File: src/hdl/positional_list_insert_delete_macros.svh
// ----------------------------------------------------------------------------
// Positional list assertion macros
// Concurrent assertion helpers shared by the positional list RTL.
// ----------------------------------------------------------------------------
`ifndef POSITIONAL_LIST_INSERT_DELETE_MACROS_SVH
`define POSITIONAL_LIST_INSERT_DELETE_MACROS_SVH

`ifndef SYNTHESIS
// Assertion checked on every rising clock edge outside of reset.
`define PLD_ASSERT(lbl, clk, rst_n, prop, msg) \
    lbl: assert property (@(posedge clk) disable iff (!rst_n) prop) else $error(msg);
// Assertion checked on every rising clock edge, reset included.
`define PLD_ASSERT_ALWAYS(lbl, clk, prop, msg) \
    lbl: assert property (@(posedge clk) prop) else $error(msg);
`else
`define PLD_ASSERT(lbl, clk, rst_n, prop, msg)
`define PLD_ASSERT_ALWAYS(lbl, clk, prop, msg)
`endif

`endif

File: src/hdl/pld_pkg.sv
// ----------------------------------------------------------------------------
// Positional list package
// Shared widths, operation codes and status codes of the positional list.
// ----------------------------------------------------------------------------
`default_nettype none

package pld_pkg;

    // Default number of list entries.
    localparam int unsigned DEFAULT_CAPACITY = 8;

    // Field widths of the item channels.
    localparam int unsigned VALUE_W  = 32;
    localparam int unsigned POS_W    = 8;
    localparam int unsigned STATUS_W = 2;
    localparam int unsigned COUNT_W  = 4;

    // Operation codes.
    localparam logic FUNC_INSERT = 1'b0;
    localparam logic FUNC_DELETE = 1'b1;

    // Result status codes.
    localparam logic [STATUS_W-1:0] ST_OK    = 2'd0;
    localparam logic [STATUS_W-1:0] ST_FULL  = 2'd1;
    localparam logic [STATUS_W-1:0] ST_EMPTY = 2'd2;
    localparam logic [STATUS_W-1:0] ST_RANGE = 2'd3;

endpackage

`default_nettype wire

File: src/hdl/positional_list_insert_delete.sv
// Items are taken only while the sequencer is idle, one at a time; each entry
// moved costs a read step and a write step on the entry memory.
// Reset (aresetn, synchronous, active low) empties the list and clears the
// control state; entry memory contents are left as they are.
// ----------------------------------------------------------------------------
// Positional list with insert and delete
// Ordered list of signed values held in one memory; inserts and deletes
// shift the trailing entries one at a time through read-modify-write steps.
// ----------------------------------------------------------------------------
`default_nettype none

`include "positional_list_insert_delete_macros.svh"

module positional_list_insert_delete
    import pld_pkg::*;
#(
    parameter int unsigned CAPACITY = DEFAULT_CAPACITY
) (
    input  wire logic                       aclk,
    input  wire logic                       aresetn,
    input  wire logic                       s_valid,
    output logic                            s_ready,
    input  wire logic                       s_func,
    input  wire logic        [POS_W-1:0]    s_position,
    input  wire logic signed [VALUE_W-1:0]  s_value,
    output logic                            m_valid,
    input  wire logic                       m_ready,
    output logic             [STATUS_W-1:0] m_status,
    output logic signed      [VALUE_W-1:0]  m_removed_value,
    output logic             [COUNT_W-1:0]  m_entry_count
);

    localparam int unsigned AW   = (CAPACITY > 1) ? $clog2(CAPACITY) : 1;
    localparam int unsigned CW   = $clog2(CAPACITY + 1);
    localparam int unsigned CMPW = ((CW > POS_W) ? CW : POS_W) + 1;

    // Sequencer states.
    localparam logic [2:0] S_IDLE  = 3'd0;
    localparam logic [2:0] S_RD    = 3'd1;
    localparam logic [2:0] S_WR    = 3'd2;
    localparam logic [2:0] S_PUT   = 3'd3;
    localparam logic [2:0] S_FETCH = 3'd4;
    localparam logic [2:0] S_CAPT  = 3'd5;
    localparam logic [2:0] S_DONE  = 3'd6;

    logic [2:0]                  state_reg, state_next;
    logic [CW-1:0]               count_reg, count_next;
    logic [AW-1:0]               dst_reg, dst_next;
    logic                        func_reg, func_next;
    logic [POS_W-1:0]            pos_reg, pos_next;
    logic signed [VALUE_W-1:0]   val_reg, val_next;
    logic [STATUS_W-1:0]         status_reg, status_next;
    logic signed [VALUE_W-1:0]   removed_reg, removed_next;
    logic                        m_valid_reg;
    logic [STATUS_W-1:0]         m_status_reg;
    logic signed [VALUE_W-1:0]   m_removed_reg;
    logic [CW-1:0]               m_count_reg;

    // Entry memory with a registered read port.
    logic [VALUE_W-1:0] mem [CAPACITY];
    logic [VALUE_W-1:0] rdata_reg;
    logic               rd_en;
    logic [AW-1:0]      rd_addr;
    logic               wr_en;
    logic [AW-1:0]      wr_addr;
    logic [VALUE_W-1:0] wr_data;

    logic              s_accept;
    logic              out_load;
    logic [CMPW-1:0]   cnt_x;
    logic [CMPW-1:0]   pos_x;
    logic [CMPW-1:0]   dst_x;
    logic [CMPW-1:0]   pos_reg_x;
    logic [POS_W-1:0]  pos_m1;
    logic [CMPW-1:0]   m_count_x;

    assign s_ready   = (state_reg == S_IDLE);
    assign s_accept  = s_valid && s_ready;
    assign out_load  = (state_reg == S_DONE) && (!m_valid_reg || m_ready);
    assign cnt_x     = CMPW'(count_reg);
    assign pos_x     = CMPW'(s_position);
    assign dst_x     = CMPW'(dst_reg);
    assign pos_reg_x = CMPW'(pos_reg);
    assign pos_m1    = s_position - POS_W'(1);

    always_ff @(posedge aclk) begin
        if (rd_en) begin
            rdata_reg <= mem[rd_addr];
        end
        if (wr_en) begin
            mem[wr_addr] <= wr_data;
        end
    end

    // Memory port control: shift steps read one neighbor and write it into the current entry.
    always_comb begin
        rd_en   = 1'b0;
        rd_addr = dst_reg;
        wr_en   = 1'b0;
        wr_addr = dst_reg;
        wr_data = rdata_reg;
        unique case (state_reg)
            S_RD: begin
                rd_en   = 1'b1;
                rd_addr = (func_reg == FUNC_INSERT) ? dst_reg - AW'(1) : dst_reg + AW'(1);
            end
            S_FETCH: begin
                rd_en = 1'b1;
            end
            S_WR: begin
                wr_en = 1'b1;
            end
            S_PUT: begin
                wr_en   = 1'b1;
                wr_data = val_reg;
            end
            default: begin
            end
        endcase
    end

    // Sequencer next-state logic.
    always_comb begin
        state_next   = state_reg;
        count_next   = count_reg;
        dst_next     = dst_reg;
        func_next    = func_reg;
        pos_next     = pos_reg;
        val_next     = val_reg;
        status_next  = status_reg;
        removed_next = removed_reg;
        unique case (state_reg)
            S_IDLE: begin
                if (s_accept) begin
                    func_next    = s_func;
                    pos_next     = s_position;
                    val_next     = s_value;
                    removed_next = '0;
                    state_next   = S_DONE;
                    if (s_func == FUNC_INSERT) begin
                        dst_next = count_reg[AW-1:0];
                        if (count_reg >= CW'(CAPACITY)) begin
                            status_next = ST_FULL;
                        end else if (pos_x == '0 || pos_x > cnt_x + CMPW'(1)) begin
                            status_next = ST_RANGE;
                        end else begin
                            status_next = ST_OK;
                            state_next  = (cnt_x >= pos_x) ? S_RD : S_PUT;
                        end
                    end else begin
                        dst_next = pos_m1[AW-1:0];
                        if (count_reg == '0) begin
                            status_next = ST_EMPTY;
                        end else if (pos_x == '0 || pos_x > cnt_x) begin
                            status_next = ST_RANGE;
                        end else begin
                            status_next = ST_OK;
                            state_next  = S_FETCH;
                        end
                    end
                end
            end
            S_RD: begin
                state_next = S_WR;
            end
            S_WR: begin
                if (func_reg == FUNC_INSERT) begin
                    dst_next   = dst_reg - AW'(1);
                    state_next = (dst_x > pos_reg_x) ? S_RD : S_PUT;
                end else begin
                    dst_next   = dst_reg + AW'(1);
                    state_next = (dst_x + CMPW'(2) < cnt_x) ? S_RD : S_DONE;
                end
            end
            S_PUT: begin
                state_next = S_DONE;
            end
            S_FETCH: begin
                state_next = S_CAPT;
            end
            S_CAPT: begin
                removed_next = rdata_reg;
                state_next   = (dst_x + CMPW'(1) < cnt_x) ? S_RD : S_DONE;
            end
            S_DONE: begin
                if (out_load) begin
                    state_next = S_IDLE;
                    if (status_reg == ST_OK) begin
                        count_next = (func_reg == FUNC_INSERT) ? count_reg + CW'(1)
                                                               : count_reg - CW'(1);
                    end
                end
            end
            default: begin
                state_next = S_IDLE;
            end
        endcase
    end

    // Control registers.
    always_ff @(posedge aclk) begin
        if (!aresetn) begin
            state_reg <= S_IDLE;
            count_reg <= '0;
        end else begin
            state_reg <= state_next;
            count_reg <= count_next;
        end
    end

    // Per-item working registers.
    always_ff @(posedge aclk) begin
        dst_reg     <= dst_next;
        func_reg    <= func_next;
        pos_reg     <= pos_next;
        val_reg     <= val_next;
        status_reg  <= status_next;
        removed_reg <= removed_next;
    end

    // Result register: holds the finished item until it is taken.
    always_ff @(posedge aclk) begin
        if (!aresetn) begin
            m_valid_reg <= 1'b0;
        end else if (out_load) begin
            m_valid_reg <= 1'b1;
        end else if (m_ready) begin
            m_valid_reg <= 1'b0;
        end
    end

    always_ff @(posedge aclk) begin
        if (out_load) begin
            m_status_reg  <= status_reg;
            m_removed_reg <= removed_reg;
            m_count_reg   <= count_next;
        end
    end

    assign m_count_x       = CMPW'(m_count_reg);
    assign m_valid         = m_valid_reg;
    assign m_status        = m_status_reg;
    assign m_removed_value = m_removed_reg;
    assign m_entry_count   = m_count_x[COUNT_W-1:0];

    // The list never holds more entries than it has room for.
    `PLD_ASSERT(a_count_bound, aclk, aresetn, count_reg <= CW'(CAPACITY), "count exceeds capacity")
    // Entry memory is written only by shift and placement steps.
    `PLD_ASSERT(a_write_states, aclk, aresetn, wr_en |-> (state_reg == S_WR || state_reg == S_PUT), "memory write outside shift")
    // A refused item leaves the count alone.
    `PLD_ASSERT(a_refused_count, aclk, aresetn, (out_load && status_reg != ST_OK) |=> $stable(count_reg), "refused item changed count")
    // A refused or insert result carries a zero removed value.
    `PLD_ASSERT(a_removed_zero, aclk, aresetn, (out_load && (status_reg != ST_OK || func_reg == FUNC_INSERT)) |=> (m_removed_value == '0), "nonzero removed value")
    // No new item is taken while a result is being finished.
    `PLD_ASSERT(a_no_accept_busy, aclk, aresetn, (state_reg == S_DONE) |-> !s_ready, "item accepted while busy")

endmodule

`default_nettype wire

File: config.mk
export PLATFORM = sky130hd
export DESIGN_NAME = positional_list_insert_delete
export DESIGN_NICKNAME = d
export VERILOG_FILES = /design/src/hdl/pld_pkg.sv /design/src/hdl/positional_list_insert_delete.sv
export VERILOG_INCLUDE_DIRS = /design/src /design/src/hdl
export SDC_FILE = /design/constraint.sdc
export NUM_CORES = 1
export LEC_CHECK = 0
export BUFFER_PORTS_ARGS = -buffer_cell sky130_fd_sc_hd__buf_2
export CORE_UTILIZATION = 55
export CTS_BUF_LIST = sky130_fd_sc_hd__clkbuf_8
export CTS_CLUSTER_SIZE = 24
export DETAILED_ROUTE_END_ITERATION = 12
export PLACE_DENSITY = 0.73
export SETUP_SLACK_MARGIN = 0.4
export SLEW_MARGIN = 30
export SYNTH_ARGS = -nofsm -noshare
export SYNTH_HDL_FRONTEND = slang
export SYNTH_SLANG_ARGS = --single-unit
export TNS_END_PERCENT = 1
File: constraint.sdc
create_clock -name aclk -period 9.2 [get_ports aclk]
set_clock_uncertainty 0.2 [all_clocks]
set_input_delay 2.76 -clock aclk [delete_from_list [all_inputs] [get_ports aclk]]
set_output_delay 2.76 -clock aclk [all_outputs]
set_load 0.01 [all_outputs]
=== Word level (Yosys, flattened, before mapping) ===
Memories as Yosys holds them, arrays and structs flattened. A register that Yosys moved wholly into a read port is not among the register bits.
Index checks and enable logic that the tools add are counted.

* Add/sub/neg operators: 8
* $lt $le $gt $ge: 7
* Eq/ne operators: 8
* Mux-type cells: 36
* Reduce and logical (&&, ||, !) cells: 19

{| class="wikitable"
|+ Operator list
! operator !! number
|-
| $mux 32 || 2
|-
| $pmux 32 s2 || 1
|-
| $mux 3 || 12
|-
| $pmux 3 s7 || 1
|-
| $mux 2 || 9
|-
| $mux 4 || 4
|-
| $eq 3x3->1 const B || 3
|-
| $logic_not 9->1 || 1
|-
| $ge 4x8->1 || 1
|-
| $gt 3x8->1 || 1
|-
| $gt 8x4->1 || 1
|-
| $gt 8x5->1 || 1
|-
| $lt 4x4->1 || 2
|-
| $reduce_and 2->1 || 4
|-
| $eq 3x2->1 const B || 2
|-
| $mux 1 || 6
|-
| $pmux 3 s2 || 1
|-
| $reduce_bool 2->1 || 3
|-
| $sub 3x1->3 const B || 2
|-
| $add 4x1->5 const B || 1
|-
| $add 3x1->4 const B || 1
|-
| $add 3x2->4 const B || 1
|-
| $add 4x1->4 const B || 1
|-
| $ge 4x4->1 const B || 1
|-
| 12 further kinds || 16
|}

* Register bits after elaboration: 124
* Memory bits (writable): 256
* Input bits: 45
* Output and inout port bits: 40
* Word-level logic and storage cells: 91
* Memories: 1

{| class="wikitable"
|+ Memories
! memory !! depth !! bits a word !! rd ports !! clocked after Yosys merged registers in !! wr ports !! line !! RTL
|-
| mem || 8 || 32 || 1 || 1 || 1 || positional_list_insert_delete.sv:60 || <nowiki>logic [VALUE_W-1:0] mem [CAPACITY];</nowiki>
|}

=== Longest topological paths before layout ===
Gate-level depths: netlist (run 1).

* Depth in word-level cells: 8
* Gate-level depth with buffers: 10
* Gate-level depth less buffers: 10

=== Worst setup path before layout (run 1) ===
OpenSTA, ideal clock, no wires.

* Kind: in2reg
* Start point: input port s_valid
* End point: register removed_reg[0] (enable)
* Setup time: 0.388 ns
* Arrival time: 4.504 ns
* Data required time: 8.612 ns
* Path slack: 4.109 ns
* Stages: 3
* Path buffers: 0
* Path through: nand2_1 -> inv_1 -> a21o_1

* Cells in the longest elaborated chain, start to end: 3

{| class="wikitable"
|+ RTL lines
! element !! line !! RTL
|-
| from (decl) || positional_list_insert_delete.sv:21 || <nowiki>input wire logic s_valid,</nowiki>
|-
| $logic_and 1x1->1 || positional_list_insert_delete.sv:78 || <nowiki>assign s_accept = s_valid && s_ready;</nowiki>
|-
| $ne 2x1->1 (no source line) || -- ||
|-
| $reduce_and 2->1 (no source line) || -- ||
|-
| to (signal assigned) || positional_list_insert_delete.sv:218 || <nowiki>removed_reg <= removed_next;</nowiki>
|-
| to (decl) || positional_list_insert_delete.sv:53 || <nowiki>logic signed [VALUE_W-1:0] removed_reg, removed_next;</nowiki>
|}

No other way between the ends.
A chain may end at the register's enable or synchronous reset.

=== Worst setup path after layout (run 1) ===
* Start point: register state_reg[2]
* End point: register rdata_reg[3], read port of mem (data pin)

* Cells in the longest elaborated chain, start to end: 3
* Elaborated cells on any way between the ends: 5
* Classes of those cells: eq/ne (2); mux (2); reduce/logical (1)

{| class="wikitable"
|+ RTL lines
! element !! line !! RTL
|-
| from (decl) || positional_list_insert_delete.sv:46 || <nowiki>logic [2:0] state_reg, state_next;</nowiki>
|-
| from (signal assigned) || positional_list_insert_delete.sv:206 || <nowiki>state_reg <= state_next;</nowiki>
|-
| $eq 3x3->1 / $eq 3x1->1 (equally long branches) || positional_list_insert_delete.sv:102 || <nowiki>unique case (state_reg)</nowiki>
|-
| $reduce_or 2->1 (no source line) || -- ||
|-
| $mux 1 || positional_list_insert_delete.sv:102 ||
|-
| to (decl) || positional_list_insert_delete.sv:61 || <nowiki>logic [VALUE_W-1:0] rdata_reg;</nowiki>
|}

Parallel ways exist; a longest one is shown, timed or not.

==> results of run 1 <==
[area by class of cell]
type                    count  area [um^2]
clock buffers              67        922.1
inverters                  18        67.56
fillers                  2227        11500
clock inverters            45        226.5
flip-flops and latches    412        12290
diodes                      1        2.502
repair buffers            109        608.1
multi-input cells         705         4552
well taps                 396        495.5
[power by group]
group	internal (W)	total [W]	switching [W]
sequential	0.00270	0.00284	0.000140
clock	0.000706	0.00139	0.000685
combinational	0.000667	0.00214	0.00147
[Yosys cell counts, drive strengths merged, types with 32 or more instances]
cell,n
clkbuf,55
and3,40
mux2,32
or3,34
a31o,33
nor2,75
o221ai,32
o21ai,76
o22ai,32
nand2,147
edfxtp,404
nand3,37
[layer usage]
layer / global-route usage / wire length [um]
met1: 0.3180 / 15360
met2: 0.4183 / 19120
met3: 0.04495 / 3039
met4: 0.1070 / 1077
met5: 0 / 0
[placed cells by master, fill, tap and decap left out, drive strengths merged, types with 8 or more instances in the layout]
cell type  netlist  routed
a21oi           10      10
a311oi          31      31
a31o            33      33
and3            40      40
buf             30     109
clkbuf          55      67
clkinv           0      18
dfxtp            8       8
edfxtp         404     404
ha              28      28
inv             18      40
mux2            32      32
nand2          147     147
nand2b           9       9
nand3           37      37
nor2            75      75
o21ai           76      76
o221ai          32      32
o22ai           32      32
o311ai          31      31
or3             34      34
xnor2           11      11
[cell families (layout without fill, tap and decap cells)]
kind of cell | Yosys count | in the layout | share of synthesized area
buffers and inverters | 103 | 239 | 0.02479
adders and majority gates | 30 | 30 | 0.02268
xor gates and xnor gates | 14 | 14 | 0.007562
other | 0 | 1 | 0
muxes | 33 | 33 | 0.02225
and+or+nand+nor | 366 | 366 | 0.09917
AOI/OAI and AO/OA | 262 | 262 | 0.1093
DFF | 412 | 412 | 0.7143
[critical path, cell delays in order (launching register included)]
cell,delay [ps]
dfxtp_1,290
buf_4,280
nor3b_4,260
buf_4,690
nand2b_2,760
buf_4,490
and2_2,500
buf_4,590
nand2_1,120
a311oi_1,360
a31o_1,150
[final timing paths]
kind	start	endpoint	slack (ps)	cells past startpoint
worst max-delay path	state_reg[2]$_SDFFE_PN0P_	rdata_reg[3]$_DFFE_PP_	4330	10
worst min-delay path	removed_reg[8]$_SDFFCE_PN0P_	m_removed_value[8]$_DFFE_PP_	220	0
worst max register to register	state_reg[2]$_SDFFE_PN0P_	rdata_reg[3]$_DFFE_PP_	4330	10
worst min register to register	removed_reg[8]$_SDFFCE_PN0P_	m_removed_value[8]$_DFFE_PP_	220	0
[through the flow]
stage,hold WS [ps],area (um^2)
finish,216.9,19170
floorplan,200.3,17210
CTS,218.8,19160
global placement,201.2,18000
global route,222.4,19160
detailed placement,205.7,18010
==> results.json, run 1 <==
{
  "dp.cells": 1640,
  "rows": 64,
  "maxSlewViolCount": 0,
  "clock_path_buffers": 3,
  "stdcell_count": 1753,
  "synth_top_area_frac": 0.7050,
  "yosysSeqAreaShare": 0.7143,
  "place.gp.congestion": 0.8999,
  "drt_iter0_drc": 1115,
  "synth_edf_count": 404,
  "initial_core_util": 0.5611,
  "ys_seq_elements": 412,
  "drc": 0,
  "totalWireLength_um": 38600,
  "dp_slack_ps": 4375,
  "post-dp-hpwl_um": 20750,
  "yosysTopAreaCell": "edfxtp_1",
  "min_path_type": "reg -> reg",
  "nets": 1387,
  "viasPerCell": 6.156,
  "clkLatencyLatePin_ps": 580,
  "maxCapViolCount": 0,
  "cts_num_sinks": 412,
  "cts_setup_buffers": 0,
  "final-setup-viol-count": 0,
  "largest_reg_flops": 256,
  "cts_resized": 0,
  "dieHeight_um": 178.9,
  "synth_fp_nets": 1295,
  "drtAntennaViolNets": 0,
  "outcome": "finished clean",
  "max_slew_margin": 0.4012,
  "arrival_ps": 5110,
  "port_buffers": 84,
  "fin_crit_sh": 0.5294,
  "worst_pin_slew_ps": 895.0,
  "postLayoutSetupSlackWorst_ps": 4329,
  "synth.cell_area_mm2": 0.01721,
  "p_per_area_mw_per_mm2": 332.2,
  "grt_pass1_wl_um": 58840,
  "required_ps": 9440,
  "cts_max_level": 3,
  "fin_tns_setup_ps": 0,
  "hold_violations": 0,
  "clkTransAtPathRegs_ps": 60,
  "rsz0062_at_grt": "false",
  "regMostFlops": "mem",
  "clock-root-buffer": "clkbuf_8",
  "critPathLaunchType": "register",
  "wire_per_inst_um": 22.02,
  "cts_tree": "done",
  "cts_made_buffers": 66,
  "grt_max_degree": 99,
  "overflow": 0,
  "track_usage": 0.2492,
  "p_leak_nw": 6.657,
  "grt_pass1_vias": 10610,
  "vias": 10790,
  "crit_path_end_kind": "register",
  "crit_type": "reg -> reg",
  "drive_gt1_frac": 0.1851,
  "synth_flop_cell": "edfxtp_1",
  "ios": 85,
  "die_w_um": 178.9,
  "synth.area.top_cells": "edfxtp_1 (70%), nand2_1 (3.2%), o21ai_0 (2.2%)",
  "synth_cell_types": 53,
  "ir_drop_mv": 0.1962,
  "synth_warnings": 0,
  "max_freq_ghz": 0.2053,
  "first_pass_iters": 5,
  "avgSynthCellArea_um2": 14.11,
  "p_total_w": 0.006366,
  "antenna_found_initial": 1,
  "async_flop_share": 0,
  "area_delta_synth_final_pct": 11.37,
  "hold_buffers": 0,
  "final_util": 0.6249,
  "critical_path.max_fanout": 98,
  "post-route-min-period_ps": 4871,
  "synth_cells": 1220,
  "core_mm2": 0.03067,
  "die_area_mm2": 0.03200
}
Note: power is estimated with default switching activity, not from simulation.
==> run 2, diff against run 1 <==
Settings changed: ABC_AREA set to 1, PLACE_DENSITY 0.73 to 0.76.
Clock period 9.2 ns to 4.4 ns, I/O delays scaled along.
==> results.json, run 2 <==
{
  "fin_crit_sh": 0.8060,
  "track_usage": 0.2195,
  "synth_fp_nets": 1316,
  "dieHeight_um": 174.7,
  "clkLatencyLatePin_ps": 610,
  "clock-root-buffer": "clkbuf_8",
  "die_w_um": 174.7,
  "async_flop_share": 0,
  "synth_flop_cell": "edfxtp_1",
  "maxCapViolCount": 0,
  "final-setup-viol-count": 0,
  "use_met1": 0.2858,
  "grt_pass1_wl_um": 51740,
  "crit_slowest_cell": "nor3_1",
  "area_delta_synth_final_pct": 11.64,
  "fillers": 2107,
  "post-dp-hpwl_um": 18660,
  "viasPerCell": 5.586,
  "max_freq_ghz": 0.2820,
  "critPathLaunchType": "register",
  "first_pass_iters": 5,
  "clock_path_buffers": 3,
  "holdWs_ps": 216.8,
  "fin_tns_setup_ps": 0,
  "crit_type": "reg -> out",
  "wire_per_inst_um": 18.54,
  "min-delay-start": "removed_reg[14]$_SDFFCE_PN0P_",
  "required_ps": 2880,
  "reg2reg_slack_ps": 1340,
  "synth_warnings": 0,
  "synth_cells": 1241,
  "die_area_mm2": 0.03051,
  "met3_usage": 0.03351,
  "outcome": "finished clean",
  "ir_drop_mv": 0.5661,
  "core_mm2": 0.02901,
  "p_leak_nw": 6.677,
  "final_common_cell": "edfxtp_1",
  "maxSlewViolCount": 0,
  "synth.area.top_cells": "edfxtp_1 (74%), nor2_1 (5.0%), o21ai_0 (2.9%)",
  "hold_buffers": 0,
  "reg2reg_depth": 8,
  "cts_setup_buffers": 0,
  "crit_start": "state_reg[0]$_SDFFE_PN0P_",
  "p_per_area_mw_per_mm2": 700.5,
  "cts_tree": "done",
  "crit_path_end_kind": "output port",
  "grt_pass1_vias": 9842,
  "cts_max_level": 2,
  "port_buffers": 84,
  "grt_max_degree": 97,
  "drive_gt1_frac": 0.1416,
  "r2r_start": "dst_reg[1]$_DFFE_PP_",
  "cts_resized": 0,
  "synth.cell_area_mm2": 0.01640,
  "arrival_ps": 2030,
  "synth_edf_count": 404,
  "whs_path_depth": 0,
  "critical_path.max_fanout": 8,
  "drtAntennaViolNets": 0,
  "hold_violations": 0,
  "antenna_cells": 0,
  "synth.most_common_cell": "edfxtp_1",
  "nets": 1427,
  "synthTopCellsByCount": "edfxtp_1 (404), nor2_1 (217), inv_1 (107)",
  "vias": 9955,
  "drc": 0,
  "yosysTopAreaCell": "edfxtp_1",
  "avgSynthCellArea_um2": 13.21,
  "totalWireLength_um": 33040,
  "ios": 85,
  "post-route-min-period_ps": 3546,
  "rsz0062_at_grt": "false",
  "hold_end": "m_removed_value[14]$_DFFE_PP_",
  "critical_path.max_stage_delay_ps": 730,
  "rows": 62,
  "antenna_found_initial": 0,
  "crit_chain": "nor3_1, buf_2",
  "max_slew_margin": 0.3940,
  "largest_reg_flops": 256,
  "ys_seq_elements": 412,
  "clkTransAtPathRegs_ps": 60,
  "yosysSeqAreaShare": 0.7496,
  "initial_core_util": 0.5652,
  "use_met2": 0.3738,
  "place.gp.congestion": 0.8207,
  "regMostFlops": "mem",
  "overflow": 0,
  "cp_top_family": "simple AND/OR/NAND/NOR gates",
  "top_usage_layer": "met2",
  "min_path_type": "reg -> reg",
  "critPathBufInv": 1,
  "cts_num_sinks": 412,
  "drt_iter0_drc": 1024,
  "mostFrequentLayoutCells": "edfxtp_1 (404), nor2_1 (208), inv_1 (125)",
  "worst_pin_slew_ps": 905.8,
  "cts_made_buffers": 61,
  "synth_top_area_frac": 0.7398,
  "synth_cell_types": 37,
  "reg2reg_to": "rdata_reg[1]$_DFFE_PP_"
}
## run 2: cell count changes in the layout (fill, tap and decap cells not counted), sizes merged, moves of 33 or more
cell,previous run,this run
a31o,33,0
nor2,75,217
nand2,147,82
inv,40,131
a21oi,10,48
and3,40,1
or3,34,0
o21ai,76,173
## run 2: worst max path at each step
stage	endpoint	cells past startpoint	slack (ps)
after global routing	s_ready	2	750
after floorplan	m_entry_count[3]$_DFFE_PP_	6	240
after CTS	s_ready	2	830
after detailed placement	rdata_reg[1]$_DFFE_PP_	8	1350
final	s_ready	2	850
after global placement	removed_reg[14]$_SDFFCE_PN0P_	4	1410
## run 2: where the power goes
group	switching [W]	total [W]	internal (W)	leakage (nW)
sequential	0.000228	0.00594	0.00571	3.77
clock	0.00138	0.00274	0.00136	0.614
combinational	0.00299	0.00415	0.00115	2.30
## run 2: logic make-up after synthesis
kind of cell               after synthesis  share of synthesized area
AOI/OAI and AO/OA                      290                    0.09515
xor gates and xnor gates                 9                   0.004807
adders and majority gates               30                    0.02381
buffers and inverters                  171                    0.04677
DFF                                    412                     0.7496
and+or+nand+nor                        329                    0.07989
## run 2: cell type report
class	count	area, um^2	share of cell area
flip-flops and latches	412	12290	0.6715
inverters	113	429.2	0.02344
repair buffers	106	623.1	0.03404
well taps	384	480.5	0.02625
multi-input cells	658	3410	0.1862
clock buffers	62	853.3	0.04661
clock inverters	47	219.0	0.01196
## run 2: routing by layer
metal | up-vias | routed length, um | part of all wire
li1 | 4667 | - | -
met1 | 4761 | 13240 | 0.40
met2 | 462 | 16560 | 0.50
met3 | 65 | 2437 | 0.074
met4 | 0 | 802 | 0.024
met5 | - | 0 | 0
## run 2: metrics by stage
step	area [um^2]	total power [W]	setup WS (ps)	instances	util
6_report	18310	0.01282	853.5	1782	0.6310
2_1_floorplan	16400	0.009009	239.4	1241	-
3_3_place_gp	17230	0.009938	1412	1673	0.5938
3_5_place_dp	17230	0.01013	1352	1673	0.5940
4_1_cts	18310	0.01286	832.0	1782	0.6310
5_1_grt	18310	0.01354	749.0	1782	0.6310
==> run 3, diff against run 2 <==
Settings changed: PLACE_DENSITY 0.76 to 0.73.
Clock period 4.4 ns to 3.5 ns, I/O delays scaled along.
==> results.json, run 3 (synthesis results as in run 2) <==
{
  "initial_core_util": 0.5652,
  "mostFrequentLayoutCells": "edfxtp_1 (404), nor2_1 (208), inv_1 (125)",
  "die_area_mm2": 0.03051,
  "drt_iter0_drc": 893,
  "ir_drop_mv": 0.5762,
  "design_area_mm2": 0.01859,
  "maxCapViolCount": 0,
  "die_w_um": 174.7,
  "reg2reg_to": "rdata_reg[18]$_DFFE_PP_",
  "crit_chain": "nor3_1, buf_4, buf_2",
  "overflow": 0,
  "critical_path.max_fanout": 8,
  "top_layer": "met4",
  "crit_slowest_cell": "dfxtp_1",
  "vias": 9966,
  "crit_path_end_kind": "output port",
  "r2r_start": "dst_reg[0]$_DFFE_PP_",
  "antenna_found_initial": 0,
  "clock-root-buffer": "clkbuf_8",
  "cts_num_sinks": 412,
  "post-dp-hpwl_um": 18860,
  "post-route-min-period_ps": 2802,
  "final-setup-viol-count": 0,
  "cp_num_cells": 3,
  "reg2reg_depth": 7,
  "place.gp.congestion": 0.8118,
  "max_slew_margin": 0.5319,
  "maxSlewViolCount": 0,
  "largest_reg_flops": 256,
  "p_leak_nw": 6.775,
  "grt_pass1_wl_um": 52680,
  "whs_path_depth": 0,
  "port_buffers": 84,
  "wl_met1_um": 13560,
  "placement.cell_area_mm2": 0.01738,
  "required_ps": 2250,
  "nets": 1435,
  "hold_violations": 0,
  "dp.cells": 1675,
  "rows": 62,
  "regMostFlops": "mem",
  "cts_max_level": 3,
  "crit_start": "state_reg[0]$_SDFFE_PN0P_",
  "drive_gt1_frac": 0.1530,
  "p_per_area_mw_per_mm2": 889.8,
  "totalWireLength_um": 33440,
  "grt_max_degree": 85,
  "clock_path_buffers": 3,
  "antenna_cells": 0,
  "critPathBufInv": 2,
  "first_pass_iters": 5,
  "ios": 85,
  "clkLatencyLatePin_ps": 570,
  "worst_pin_slew_ps": 702.2,
  "fin_crit_sh": 0.8006,
  "route.met3.wl_um": 2123,
  "dp_slack_ps": 743.4,
  "stdcell_count": 1796,
  "arrival_ps": 1550,
  "max_freq_ghz": 0.3569,
  "reg2reg_slack_ps": 710,
  "dieHeight_um": 174.7,
  "cp_top_family": "flip-flops",
  "final_common_cell": "edfxtp_1",
  "endpoint": "s_ready",
  "cts_setup_buffers": 0,
  "min_path_type": "reg -> reg",
  "rsz0062_at_grt": "false",
  "crit_type": "reg -> out",
  "cts_made_buffers": 67,
  "viasPerCell": 5.549,
  "postLayoutSetupSlackWorst_ps": 697.8,
  "drc": 0,
  "hold_buffers": 0,
  "wire_per_inst_um": 18.62,
  "area_delta_synth_final_pct": 13.35,
  "fin_tns_setup_ps": 0,
  "drtAntennaViolNets": 0,
  "dr_wl_met2_um": 16960,
  "core_mm2": 0.02901,
  "track_usage": 0.2256,
  "cts_tree": "done",
  "critical_path.max_stage_delay_ps": 570,
  "clkTransAtPathRegs_ps": 60,
  "outcome": "finished clean",
  "grt_pass1_vias": 10240,
  "fillers": 2167,
  "cts_resized": 0,
  "critPathLaunchType": "register"
}
## run 3: changes by cell type in the layout (fill, tap and decap cells not counted)
cell / delta
buf_12: +8
clkinvlp_4: +5
buf_4: -6
clkinv_2: +5
inv_6: -1
nor2_4: +6
nor2_2: -6
clkinv_1: -4
clkbuf_8: +7
## run 3: final cells by class
type / count / area, um^2 / area share
clock inverters: 52 / 257.7 / 0.01387
inverters: 113 / 429.2 / 0.02309
repair buffers: 108 / 738.2 / 0.03972
flip-flops and latches: 412 / 12290 / 0.6613
well taps: 384 / 480.5 / 0.02585
multi-input cells: 658 / 3440 / 0.1851
clock buffers: 69 / 949.7 / 0.05109
## run 3: where the power goes
group	internal [W]	switching, W
clock network	0.00192	0.00180
logic	0.00156	0.00380
registers	0.00717	0.000287
## run 3: per-stage QoR
step | hold WS, ps | utilization | total power, W
final | 215.8 | 0.6406 | 0.01654
after global routing | 220.9 | 0.6406 | 0.01756
after CTS | 214.0 | 0.6406 | 0.01661
after detailed placement | 204.5 | 0.5990 | 0.01290
after global placement | 202.5 | 0.5990 | 0.01266
after floorplan | 200.3 | - | 0.01133
## run 3: worst min-delay path by stage
stage | from | end | slack [ps]
after floorplan | removed_reg[0]$_SDFFCE_PN0P_ | m_removed_value[0]$_DFFE_PP_ | 200
after global placement | removed_reg[18]$_SDFFCE_PN0P_ | m_removed_value[18]$_DFFE_PP_ | 200
after detailed placement | removed_reg[26]$_SDFFCE_PN0P_ | m_removed_value[26]$_DFFE_PP_ | 200
after CTS | removed_reg[24]$_SDFFCE_PN0P_ | m_removed_value[24]$_DFFE_PP_ | 210
after global routing | removed_reg[9]$_SDFFCE_PN0P_ | m_removed_value[9]$_DFFE_PP_ | 220
final | removed_reg[9]$_SDFFCE_PN0P_ | m_removed_value[9]$_DFFE_PP_ | 220
## run 3: layer usage
| layer | vias to the layer above | global-route usage |
|---|---|---|
| li1 | 4696 | - |
| met1 | 4845 | 0.2805 |
| met2 | 359 | 0.3882 |
| met3 | 66 | 0.04178 |
| met4 | 0 | 0.09601 |
| met5 | - | 0 |
